$ cat src/hdl/mvt_pkg.sv
// Shared constants and types for the 4x4 matrix-vector transform unit.
package mvt_pkg;

  localparam int DIMENSION  = 4;
  localparam int ROWS       = 4;
  localparam int COEF_W     = 16;
  localparam int VEC_W      = 32;
  localparam int ROW_W      = ROWS * COEF_W;
  localparam int FRAC_SHIFT = 12;
  localparam int PROD_W     = COEF_W + VEC_W;
  localparam int ACC_W      = PROD_W + $clog2(DIMENSION);
  localparam int CFG_IDX_W  = $clog2(ROWS);

  typedef struct packed {
    logic signed [VEC_W-1:0] vec_x;
    logic signed [VEC_W-1:0] vec_y;
    logic signed [VEC_W-1:0] vec_z;
    logic signed [VEC_W-1:0] vec_w;
  } vec_t;

  typedef struct packed {
    logic signed [VEC_W-1:0] out_x;
    logic signed [VEC_W-1:0] out_y;
    logic signed [VEC_W-1:0] out_z;
    logic signed [VEC_W-1:0] out_w;
    logic                    overflow;
  } res_t;

  typedef logic [DIMENSION-1:0][COEF_W-1:0] coef_col_t;

  typedef logic [ROWS-1:0][ROW_W-1:0] matrix_t;

  typedef struct packed {
    logic [DIMENSION-1:0][VEC_W-1:0] comp;
    logic [DIMENSION-1:0][ACC_W-1:0] acc;
  } cell_data_t;

endpackage

$ cat src/hdl/mvt_sat.sv
// Output stage: floor shift, saturation, overflow flag and result register.
module mvt_sat (
  input  logic                clk,
  input  logic                rst_n,
  input  logic                up_valid,
  output logic                up_ready,
  input  mvt_pkg::cell_data_t up_data,
  output logic                out_valid,
  input  logic                out_stall,
  output mvt_pkg::res_t       out_data
);
  import mvt_pkg::*;

  localparam int Q_W = ACC_W - FRAC_SHIFT;
  localparam logic [VEC_W-1:0] SAT_MAX = {1'b0, {(VEC_W-1){1'b1}}};
  localparam logic [VEC_W-1:0] SAT_MIN = {1'b1, {(VEC_W-1){1'b0}}};

  logic                        out_valid_r;
  res_t                        out_data_r;
  res_t                        res_nxt;
  logic [ROWS-1:0][VEC_W-1:0]  val;
  logic [ROWS-1:0]             ovf;

  for (genvar r = 0; r < ROWS; r++) begin : g_row
    if (r < DIMENSION) begin : g_live
      logic [Q_W-1:0]     q;
      logic [Q_W-VEC_W:0] hi;
      assign q  = up_data.acc[r][ACC_W-1:FRAC_SHIFT];
      assign hi = q[Q_W-1:VEC_W-1];
      assign ovf[r] = !((&hi) || !(|hi));
      assign val[r] = !ovf[r] ? q[VEC_W-1:0] : (q[Q_W-1] ? SAT_MIN : SAT_MAX);
    end else begin : g_dead
      assign ovf[r] = 1'b0;
      assign val[r] = '0;
    end
  end

  always_comb begin
    res_nxt.out_x    = val[0];
    res_nxt.out_y    = val[1];
    res_nxt.out_z    = val[2];
    res_nxt.out_w    = val[3];
    res_nxt.overflow = |ovf;
  end

  assign up_ready  = !out_valid_r || !out_stall;
  assign out_valid = out_valid_r;
  assign out_data  = out_data_r;

  always_ff @(posedge clk) begin
    if (!rst_n) begin
      out_valid_r <= 1'b0;
    end else if (up_ready) begin
      out_valid_r <= up_valid;
    end
  end

  always_ff @(posedge clk) begin
    if (up_valid && up_ready) begin
      out_data_r <= res_nxt;
    end
  end

endmodule

$ cat config.mk
export PLATFORM = sky130hd
export DESIGN_NAME = mvt_sat
export DESIGN_NICKNAME = d
export VERILOG_FILES = /design/src/hdl/mvt_pkg.sv /design/src/hdl/mvt_sat.sv
export SDC_FILE = /design/constraint.sdc
export NUM_CORES = 1
export LEC_CHECK = 0
export BUFFER_PORTS_ARGS = -buffer_cell sky130_fd_sc_hd__buf_2
export CORE_AREA = 4 4 179 181
export DETAILED_ROUTE_END_ITERATION = 16
export DIE_AREA = 0 0 183 185
export GPL_TIMING_DRIVEN = 0
export PLACE_DENSITY = 0.52
export SLEW_MARGIN = 30
export SYNTH_ARGS = -nofsm -noshare
export SYNTH_HDL_FRONTEND = slang
export SYNTH_SLANG_ARGS = --single-unit
$ cat constraint.sdc
create_clock -name clk -period 5.75 [get_ports clk]
set_input_delay 0.8625 -clock clk [delete_from_list [all_inputs] [get_ports clk]]
set_output_delay 0.8625 -clock clk [all_outputs]
set_load 0.02 [all_outputs]
After elaboration in Yosys (flattened, before gate mapping)
Cells that the tools add are included.

Flip-flop bits (word level): 130. Input bits: 332. Output and inout port bits: 131. Logic and storage cells: 39.

Multiplexer cells: 8. Reduce and logical (&&, ||, !) cells: 25.

Operator list (count): 32-bit two-way mux (8); 7-bit AND reduction (4); 7-bit OR reduction (4); 1-bit logical NOT (10); 1-bit logical OR (5); 4-bit OR reduction (1); 1-bit logical AND (1).

Depth between registers and ports, before layout
Gate-level depths: netlist (run 1).

Word-level depth: 5. Mapped depth: 5. Mapped depth without buffers: 4.

Least setup slack after synthesis (run 1)
OpenSTA, ideal clock, no wires.

Path kind: input -> register. From: input out_stall. To: register out_data_r (netlist bit out_data[0]) (enable). Library setup time: 0.503 ns. Data arrival time: 4.055 ns. Data required time: 5.247 ns. Setup slack: 1.191 ns. Cell stages on the path: 2. Path buffers: 0. Cell sequence: nand2_1 > and2_1.

Word-level cells in the longest chain between the ends: 3.

Ends and longest elaborated chain: start: declaration (line mvt_sat.sv:9) `input logic out_stall,`; 1-bit logical NOT (line mvt_sat.sv:46) `assign up_ready = !out_valid_r || !out_stall;`; 1-bit logical OR (line mvt_sat.sv:46); 1-bit logical AND (line mvt_sat.sv:59) `if (up_valid && up_ready) begin`; end signal: assignment (line mvt_sat.sv:60) `out_data_r <= res_nxt;`; end: declaration (line mvt_sat.sv:19) `res_t out_data_r;`.

No other way between the ends. A chain may end at the register's enable or synchronous reset.

Worst setup path after layout (run 1)
From: input out_stall. To: output up_ready.

Word-level cells in the longest chain between the ends: 2.

Ends and longest elaborated chain: 1-bit logical NOT (line mvt_sat.sv:46); 1-bit logical OR (line mvt_sat.sv:46); end: declaration (line mvt_sat.sv:6) `output logic up_ready,`.

No other way between the ends.

==> results summary, run 1 <==
The count of standard-cell rows is 64. In this run the critical register-to-register path is captured at out_data[41]. The final count of hold timing violations came out at 0. The post-synthesis xor/xnor area fraction came out at 0%. The total of endpoints with negative setup slack in the final report is 0. Dividing the synthesized area by the synthesized cell count gives 16.8 µm². The area fraction in compound gates after synthesis is 18.4%.

The cell area that synthesis handed to floorplanning was 5290 µm². The maximum number of pins on one net before global-route repair came out at 38. The placer congestion estimate is 0.751. The worst setup margin came out at 3.69 ns.

The maximum clock skew at final layout is 0.0112 ns. The share of the Yosys chip area taken by registers is 73.6%. The remaining number of nets flagged by the antenna check after routing is 0. The path category of the worst min-delay check is reg2reg. The multiplexer area fraction after synthesis came out at 0%. In this run the worst path has a maximum fanout of 2. The root buffer cell chosen for the clock tree is sky130_fd_sc_hd__clkbuf_16. Power spread over the standard cell area amounts to 331 nW/µm². The height of the die is 185 µm. The first detailed-routing pass took 6 iterations. The wire length of the first global-routing pass is 24,800 µm. Across the whole layout, storage elements account for 3890 µm². The number of antenna violations at the first check in global routing is 3. Clock tree synthesis inserted a total of 17 buffers. The total clock sinks came out at 130. The routed wire length came out at 17,000 µm.

The worst-case hold slack is 0.550 ns. The number of global-route vias before repair is 4,217. The adder and majority cell fraction of the synthesized area came out at 0%.

The die covers 33,900 µm². In this run the tightest slew margin relative to its limit is 71.9%. In the layout the commonest cells are sky130_fd_sc_hd__buf_2 (286), sky130_fd_sc_hd__edfxtp_1 (129), sky130_fd_sc_hd__a21o_1 (124), sky130_fd_sc_hd__clkbuf_16 (17).

The leakage power total came out at 3.83 nW. The total setup buffers inserted after CTS is 0. In this run the worst setup path terminates at up_ready. The overall power came out at 2.62 mW. The endpoint required time on the critical path is 4.89 ns.

The critical register-to-register path startpoint is out_valid. The highest ir drop seen on vdd came out at 0.000150 V. The die width came out at 183 µm.

The synthesized design spends more area on one cell type than any other, namely sky130_fd_sc_hd__edfxtp_1. The worst setup path is captured at an output pin. The post-synthesis simple-gate area fraction is 3.45%.

In this run, the number of DRC markers left after iteration 0 of detailed routing was 123. After synthesis, the largest family of logic cells by area is compound AO/OA/AOI/OAI gates. The cell count of the worst reg-to-reg path is 4. The pin slew with the least headroom to its limit came out at 0.421 ns. The post-route DRC violation count came out at 0. The area of the multi-input gates is 1160 µm². The period utilization came out at 35.9%. The largest buffer count on any clock path is 2. The post-route netlist has 55.7% of its cells at a drive strength greater than 1. The source of the critical timing path is out_stall. The setup path with the least slack is of type in2out. After detailed routing, the number of vias per cell comes to 3.75. Sorting the synthesized cells by area gives the leading types as sky130_fd_sc_hd__edfxtp_1 (73%), sky130_fd_sc_hd__a21o_1 (18%), sky130_fd_sc_hd__buf_6 (2.6%). The worst slack at placement came out at 3.33 ns. The total global routing track utilization is 9.83%.

The share of Yosys cell area claimed by the top area cell type is 73.3%. In this run the standard cell core region covers 30,400 µm². The synthesis-to-layout area growth is 49.8%. During placement, the flow inserted port buffers numbering 286. The setup slack on the worst flop-to-flop path came out at 4.05 ns. The flow ran to the end, and the final reports show no timing, DRC or antenna violations.

The clock latency on the worst-skew pair came out at 0.42 ns. The initial core utilization is 17.4%. Counting I/O delays and the setup requirement, the final critical path takes 2.06 ns. The count of vias placed by the detailed router is 3,870. The leading cell type in the layout, fill and taps excluded is sky130_fd_sc_hd__buf_2. Buffers inserted to repair hold after CTS numbered 0.

The number of nets handed over by synthesis was 647. The core occupancy in the finished layout is 26.0%. The total global routing overflow came out at 0. The layout filler cell count is 3,227. TritonCTS built the clock tree. The post-detailed-route wirelength per cell is 16.5 µm. The max-cap check violation count is 0. Derived from the worst setup path, the maximum achievable clock frequency is 485 MHz. After clock tree synthesis, the clock-pin slew on the worst setup and hold paths is 0.06 ns. In this run the number of H-tree levels came out at 4. The total count of max-transition violations in the final report was 0. The final layout net count came out at 955. The total of flip-flops plus latches after synthesis is 130. The number of warnings issued by yosys is 0.

The post-cts repair resize count is 0. Data on the critical path arrives at its endpoint at 1.20 ns. Setup repair after global routing left no endpoint under its margin. The worst setup path is launched from an input pin. The number of cells produced by synthesis is 315. The number of distinct library cells after synthesis is 16.

The post-route setup TNS is 0 ns. After legalization and detailed placement, the total HPWL measured 13,200 µm. The I/O pin count is 463.
-- synthesized netlist by cell type --
library cell               number
sky130_fd_sc_hd__nor4_1         4
sky130_fd_sc_hd__a21oi_1        1
sky130_fd_sc_hd__edfxtp_1     129
sky130_fd_sc_hd__nor3_1         4
sky130_fd_sc_hd__o21ai_2        4
sky130_fd_sc_hd__nand2_1        5
sky130_fd_sc_hd__clkbuf_1       4
sky130_fd_sc_hd__a21o_1       124
sky130_fd_sc_hd__nor2b_1        1
sky130_fd_sc_hd__buf_4         12
sky130_fd_sc_hd__dfxtp_1        1
sky130_fd_sc_hd__nor2b_4        4
sky130_fd_sc_hd__nand4_1        5
sky130_fd_sc_hd__and2_1         1
sky130_fd_sc_hd__nand3_1        4
sky130_fd_sc_hd__buf_6         12
-- logic make-up after synthesis --
logic type,Yosys count
DFF,130
buffers and inverters,28
and+or+nand+nor,28
AOI/OAI and AO/OA,129
-- worst min path at each step --
| stage | start | end | cells past startpoint |
|---|---|---|---|
| 2_1_floorplan | out_valid | out_valid | 2 |
| 3_3_place_gp | out_valid | out_valid | 2 |
| 3_5_place_dp | out_valid | out_valid | 2 |
| 4_1_cts | out_valid | out_valid | 2 |
| 5_1_grt | out_valid | out_valid | 2 |
| 6_report | out_valid | out_valid | 2 |
-- flip-flops by register name (all words and copies together) (netlist names) --
signal,cells
out_data,129
out_valid,1
-- power breakdown --
part           leakage, nW  switching [mW]  internal, mW
Sequential            1.25          0.0128          1.11
Clock                0.305           0.432         0.766
Combinational         2.27           0.178         0.119
-- layer usage --
metal	share of wire, %	GRT usage, %	vias to the layer above
met5	0.13	0	-
met4	1.8	3.25	4
met3	8.9	4.28	20
met2	48	15.8	181
met1	42	11.9	1824
li1	-	-	1841
-- worst max-delay path, cell delays in order --
cell                      delay, ns
sky130_fd_sc_hd__buf_2         0.10
sky130_fd_sc_hd__nand2_1       0.07
sky130_fd_sc_hd__buf_2         0.16
-- metrics by stage --
step | instances | instance area (µm²)
finish | 1033 | 7920
global route | 1033 | 7920
CTS | 1032 | 7920
detailed placement | 1000 | 7280
global placement | 997 | 7210
floorplan | 315 | 5290
-- final cells by class --
cell class,count,area share (%)
well taps,396,6.26
clock buffers,17,5.37
plain buffers,28,3.03
diodes,1,0.0316
repair buffers,289,18.8
clock inverters,15,2.70
flip-flops and latches,130,49.2
multi-input cells,157,14.6
Power figures use the tool's default switching activity.
==> run 2: changes to the inputs <==
==> constraint.sdc (replaced) <==
create_clock -name clk -period 1.98 [get_ports clk]
set_input_delay 0.297 -clock clk [delete_from_list [all_inputs] [get_ports clk]]
set_output_delay 0.297 -clock clk [all_outputs]
set_load 0.02 [all_outputs]
==> results summary, run 2 (same netlist as run 1, synthesis figures left out) <==
The cell count of the worst reg-to-reg path came to 4 (unchanged). The cell area after placement came to 7290 µm² (+0.14%). The initial core utilization is 17.4% (unchanged). The per-cell via count in the routed design is 3.77 (+0.66%). The total global routing overflow came out at 0 (unchanged). For this design, the slowest cell found on the critical path is sky130_fd_sc_hd__dfxtp_1. The final layout net count is 955 (unchanged).

The number of global-route vias before repair came out at 4,058 (-3.8%). The post-detailed-route wirelength per cell came out at 16.2 µm (-1.6%). The number of antenna violations at the first check in global routing is 4 (+1).

The DRC violation total after the first TritonRoute iteration came out at 150 (+22%). The count of standard-cell rows is 64 (unchanged). The endpoint arrival time on the critical path is 1.68 ns (+0.48 ns). The startpoint type of the worst setup path is a flop. The cell depth of the worst setup path came out at 4 (+1). The top achievable clock speed is 629 MHz. The layout filler cell count is 3,269 (+1.3%). The critical path buffer and inverter count is 2 (unchanged). The I/O pin count came out at 463 (unchanged). The leakage power total is 3.78 nW (-1.2%). The largest buffer count on any clock path came out at 2 (unchanged). The pin slew with the least headroom to its limit is 0.316 ns (-0.105 ns). The number of cells on the worst hold path was 2 (unchanged). The maximum number of pins on one net before global-route repair is 43 (+13%). The remaining number of nets flagged by the antenna check after routing came to 0 (unchanged). CTS placed an instance of sky130_fd_sc_hd__clkbuf_16 at the clock tree root.

The total count of max-transition violations in the final report is 0 (unchanged). The footprint of the flip-flops and latches came out at 3890 µm² (unchanged). The height of the die came out at 185 µm (unchanged). The total setup buffers inserted after CTS is 0 (unchanged). The min-delay analysis places its worst path in the category in2reg. The clock latency on the worst-skew pair is 0.41 ns (about the same). The post-route DRC violation count is 0 (unchanged). The max-cap check violation count is 0 (unchanged). The total iterations of the first detailed-routing run came out at 4 (-2). The synthesis-to-layout area growth is 47.5%. The wire length of the first global-routing pass came out at 24,000 µm (-3.1%). The count of vias placed by the detailed router is 3,888 (+0.47%). The maximum clock skew at final layout is 0.0110 ns (-0.000233 ns). The clock transition time at the flip-flop clock pins of the worst setup and hold paths is 0.06 ns (about the same). Setup repair after global routing left no endpoint under its margin. The final count of hold timing violations came out at 0 (unchanged).

The cell class contributing the biggest share of worst-path delay is buffers and inverters. The area of all placed cells without fillers came out at 7800 µm² (-1.5%). The worst setup margin came out at 0.391 ns (-3.30 ns). The post-route setup TNS is 0 ns (unchanged). The highest ir drop seen on vdd was 0.000412 V (+170%). The number of clock buffers inserted by TritonCTS is 17 (unchanged). The total global routing track utilization is 9.49% (-0.34 points). The placer congestion estimate came out at 0.724 (-3.6%). The worst max-slew margin expressed relative to the limit is 78.9% (+7.0 points).

The worst-path maximum fanout came out at 42 (+40). The ratio of total power to cell area came to 896 nW/µm² (+170%). The library cells used most frequently in the layout, excluding fill and tap cells, are sky130_fd_sc_hd__buf_2 (286), sky130_fd_sc_hd__edfxtp_1 (129), sky130_fd_sc_hd__a21o_1 (124), sky130_fd_sc_hd__clkbuf_16 (17).

The total of endpoints with negative setup slack in the final report came to 0 (unchanged). The number of flip-flops under the largest register name was 129 (unchanged). The critical path capture point type is a flop.

The post-DP HPWL is 12,700 µm (-3.9%). The overall power is 6.99 mW (+170%). The delay contributed by the slowest stage of the critical path is 0.33 ns (+0.17 ns).

The fraction of final layout cells sized beyond drive strength 1 was 54.7% (-0.93 points). The total clock sinks is 130 (unchanged). TritonCTS built the clock tree. The period utilization is 80.3%. The final critical delay including setup and external delays came out at 1.59 ns. The H-tree depth is 4 (unchanged). The count of input and output buffers is 286 (unchanged). The placeable core region came out at 30,400 µm² (unchanged). The critical path in this run is classified as reg2reg. The source of the critical timing path is out_valid. Leaving out fill and tap cells, the most frequent cell in the layout is sky130_fd_sc_hd__buf_2. The die outline area came out at 33,900 µm² (unchanged). The post-cts repair resize count is 0 (unchanged).

Traced cell by cell, the critical path runs through nand2_2 > and2_4 > buf_16 > buf_12. The area of the multi-input gates came out at 1160 µm² (+0.22%). The core occupancy in the finished layout came out at 25.6% (-0.40 points).

The startpoint identified for the worst hold timing path is rst_n. The die width came out at 183 µm (unchanged). The run finished with clean final reports. The routed wire length came out at 16,700 µm (-1.8%). The worst register-to-register path begins at out_valid. The worst slack at placement came to 0.276 ns (-3.06 ns). The total of hold buffers inserted after clock tree synthesis is 0 (unchanged).

The endpoint required time on the critical path came out at 2.07 ns (-2.82 ns).
## run 2: cell count changes in the layout (fill, tap and decap cells not counted)
| cell | change |
|---|---|
| sky130_fd_sc_hd__bufinv_16 | -4 |
| sky130_fd_sc_hd__nand2_2 | +1 |
| sky130_fd_sc_hd__inv_6 | -1 |
| sky130_fd_sc_hd__nand2_1 | -1 |
| sky130_fd_sc_hd__clkinvlp_4 | -4 |
| sky130_fd_sc_hd__clkinv_2 | +1 |
| sky130_fd_sc_hd__buf_16 | +1 |
| sky130_fd_sc_hd__clkbuf_1 | +4 |
| sky130_fd_sc_hd__clkinv_1 | +2 |
| sky130_fd_sc_hd__buf_12 | -1 |
## run 2: cell type report
type                    instances  share of cell area, %
flip-flops and latches        130                   49.9
repair buffers                289                   19.2
multi-input cells             157                   14.9
well taps                     396                   6.35
clock buffers                  21                   5.65
plain buffers                  28                   3.08
clock inverters                 9                  0.866
diodes                          1                 0.0321
## run 2: path summary, 6_finish.rpt
path,endpoint,slack (ns)
worst max-delay path,out_data[52],0.39
worst min-delay path,out_valid,0.09
worst max register to register,out_data[52],0.39
worst min register to register,out_valid,0.55
## run 2: metal layers
layer,vias up,GRT usage [%],part of all wire [%]
met1,1851,11.0,41
met4,6,3.07,1.5
met2,170,15.8,48
li1,1841,-,-
met5,-,0,0.20
met3,20,4.10,9.0
## run 2: through the flow
step | std cells | hold slack [ns]
2_1_floorplan | 315 | 0.425
3_3_place_gp | 997 | 0.515
3_5_place_dp | 1000 | 0.533
4_1_cts | 1030 | 0.0641
5_1_grt | 1031 | 0.0753
6_report | 1031 | 0.0938
## run 2: report_power, final
part	leakage (nW)	internal, mW	switching, mW	total [mW]
clock network	0.255	1.69	1.17	2.86
logic	2.27	0.348	0.513	0.861
registers	1.25	3.23	0.0358	3.26
==> run 3: changes to the inputs <==
--- a/config.mk
+++ b/config.mk
@@ -10,7 +10,7 @@
 export DETAILED_ROUTE_END_ITERATION = 16
 export DIE_AREA = 0 0 183 185
 export GPL_TIMING_DRIVEN = 0
-export PLACE_DENSITY = 0.52
+export PLACE_DENSITY = 0.54
 export SLEW_MARGIN = 30
 export SYNTH_ARGS = -nofsm -noshare
 export SYNTH_HDL_FRONTEND = slang
==> constraint.sdc (replaced) <==
create_clock -name clk -period 1.35 [get_ports clk]
set_input_delay 0.2025 -clock clk [delete_from_list [all_inputs] [get_ports clk]]
set_output_delay 0.2025 -clock clk [all_outputs]
set_load 0.02 [all_outputs]
==> results summary, run 3 (same netlist as run 1, synthesis figures left out) <==
The post-placement cell count is 1,000 (unchanged). The total global routing track utilization came to 9.75% (+0.26 points). The placer congestion estimate came out at 0.729 (+0.72%). Setup repair after global routing left no endpoint under its margin. The worst max-slew margin expressed relative to the limit came out at 80.9% (+2.0 points). TritonCTS built the clock tree. The placeable core region was 30,400 µm² (unchanged).

The fraction of final layout cells sized beyond drive strength 1 is 55.5% (+0.79 points). The endpoint required time on the critical path came out at 1.47 ns (-0.60 ns). The total clock sinks is 130 (unchanged). The clock root buffer master is sky130_fd_sc_hd__clkbuf_16. The remaining number of nets flagged by the antenna check after routing is 0 (unchanged).

The H-tree depth is 4 (unchanged). The post-route DRC violation count is 0 (unchanged). The per-cell via count in the routed design came out at 3.75 (-0.49%).

The startpoint type of the worst setup path is a flop. The overall power is 10.8 mW (+55%). The cell area after placement came out at 7300 µm² (+0.22%). The final layout net count is 962 (+0.73%). The number of antenna violations at the first check in global routing is 2 (-2).

The count of input and output buffers is 286 (unchanged). The critical path is of the reg2reg type. The total of endpoints with negative setup slack in the final report was 0 (unchanged).

The die width came to 183 µm (unchanged). The flow ran to the end, and the final reports show no timing, DRC or antenna violations. The maximum number of pins on one net before global-route repair is 46 (+7.0%). The clock latency on the worst-skew pair is 0.41 ns (about the same). The number of antenna cells inserted is 0 (-1).

The largest buffer count on any clock path came out at 2 (unchanged). The total global routing overflow came out at 0 (unchanged). The leading cell type in the layout, fill and taps excluded is sky130_fd_sc_hd__buf_2. The max-cap check violation count came out at 0 (unchanged). The non-filler instance count after layout is 1,039 (+0.78%).

The maximum clock skew at final layout came to 0.00918 ns (-0.00182 ns). The area of all placed cells without fillers is 8020 µm² (+2.9%). The clock transition time at the flip-flop clock pins of the worst setup and hold paths came to 0.06 ns (about the same). The die outline area was 33,900 µm² (unchanged). The initial core utilization came to 17.4% (unchanged). The top cell types in the final layout, fill and taps aside, are sky130_fd_sc_hd__buf_2 (286), sky130_fd_sc_hd__edfxtp_1 (129), sky130_fd_sc_hd__a21o_1 (124), sky130_fd_sc_hd__clkbuf_16 (19).

The count of vias placed by the detailed router is 3,899 (+0.28%). The highest ir drop seen on vdd is 0.000606 V (+47%). The routed wire length is 17,300 µm (+3.7%).

The pin slew with the least headroom to its limit is 0.284 ns (-0.0326 ns). The endpoint arrival time on the critical path is 1.40 ns (-0.28 ns). The top achievable clock speed came to 780 MHz (+24%). The final count of hold timing violations came to 0 (unchanged).

The period utilization came out at 94.9% (+15 points). The height of the die came to 185 µm (unchanged). The total count of max-transition violations in the final report is 0 (unchanged). The post-detailed-route wirelength per cell came out at 16.7 µm (+2.9%).

The count of standard-cell rows is 64 (unchanged). The post-DP HPWL is 12,600 µm (-0.77%). The DRC violation total after the first TritonRoute iteration came out at 149 (-0.67%). The number of flip-flops under the largest register name was 129 (unchanged). The number of clock buffers inserted by TritonCTS came to 17 (unchanged).

The setup slack on the worst flop-to-flop path is 0.07 ns (-0.32 ns). The wire length of the first global-routing pass came out at 24,600 µm (+2.3%). The number of global-route vias before repair is 4,160 (+2.5%).

The worst-case hold slack is 0.0430 ns (-0.0508 ns). STA classifies the critical path endpoint as a flop. The leakage power total is 3.88 nW (+2.7%). The ratio of total power to cell area is 1350 nW/µm² (+50%).

The synthesis-to-layout area growth is 51.7%. The I/O pin count was 463 (unchanged). The final critical delay including setup and external delays came to 1.28 ns (-0.307 ns). The total iterations of the first detailed-routing run came to 4 (unchanged).

The min-delay analysis places its worst path in the category in2reg. The worst-path maximum fanout was 21 (-50%).
run 3: changes by cell type in the layout (fill, tap and decap cells not counted), sizes merged, moves of 2 or more:
| cell | previous run | this run |
|---|---|---|
| clkinv | 8 | 6 |
| clkinvlp | 0 | 2 |
| bufinv | 1 | 3 |
| buf | 313 | 317 |
| clkbuf | 25 | 27 |
run 3: timing repair:
item | 4_1_cts | 5_1_grt
hold buffers | 1 | 0
setup endpoints to repair | 43 | 34
gates cloned | 2 | 2
buffers inserted | 2 | 0
hold endpoints to repair | 1 | 0
gates resized for setup | 4 | 0
pin swaps | 0 | 1
run 3: metal layers:
layer	part of all wire [%]	global-route usage [%]	up-vias
li1	-	-	1856
met3	9.2	4.08	18
met5	0.16	0	-
met4	1.2	3.22	4
met1	41	11.6	1839
met2	48	16.1	182
run 3: path summary, 6_finish.rpt:
path,cells past startpoint,from,end
setup reg to reg,4,out_valid,out_data[65]
setup / recovery,4,out_valid,out_data[65]
hold reg to reg,2,out_valid,out_valid
hold / removal,3,up_valid,out_valid
run 3: layout make-up:
| type | count | area, µm² |
|---|---|---|
| well taps | 396 | 495 |
| clock buffers | 21 | 440 |
| fillers | 3241 | 22400 |
| multi-input cells | 157 | 1160 |
| plain buffers | 28 | 240 |
| repair buffers | 296 | 1650 |
| clock inverters | 11 | 138 |
| flip-flops and latches | 130 | 3900 |
run 3: where the power goes:
| part | internal, mW | switching, mW |
|---|---|---|
| Combinational | 0.564 | 0.776 |
| Clock | 2.89 | 1.79 |
| Sequential | 4.73 | 0.0553 |
run 3: critical path: stages (launching register included):
cell and delay (ns):
sky130_fd_sc_hd__dfxtp_4 0.36, sky130_fd_sc_hd__nand2_4 0.05, sky130_fd_sc_hd__and2_4 0.17, sky130_fd_sc_hd__buf_16 0.20, sky130_fd_sc_hd__buf_16 0.20
run 3: metrics by stage:
| stage | setup slack (ns) | util [%] | setup TNS (ns) |
|---|---|---|---|
| global placement | -0.908 | 23.8 | -125.00 |
| finish | 0.0683 | 26.4 | 0 |
| floorplan | -0.491 | - | -63.39 |
| detailed placement | -0.297 | 24.0 | -16.85 |
| CTS | 0.0260 | 26.2 | 0 |
| global route | 0.0105 | 26.4 | 0 |
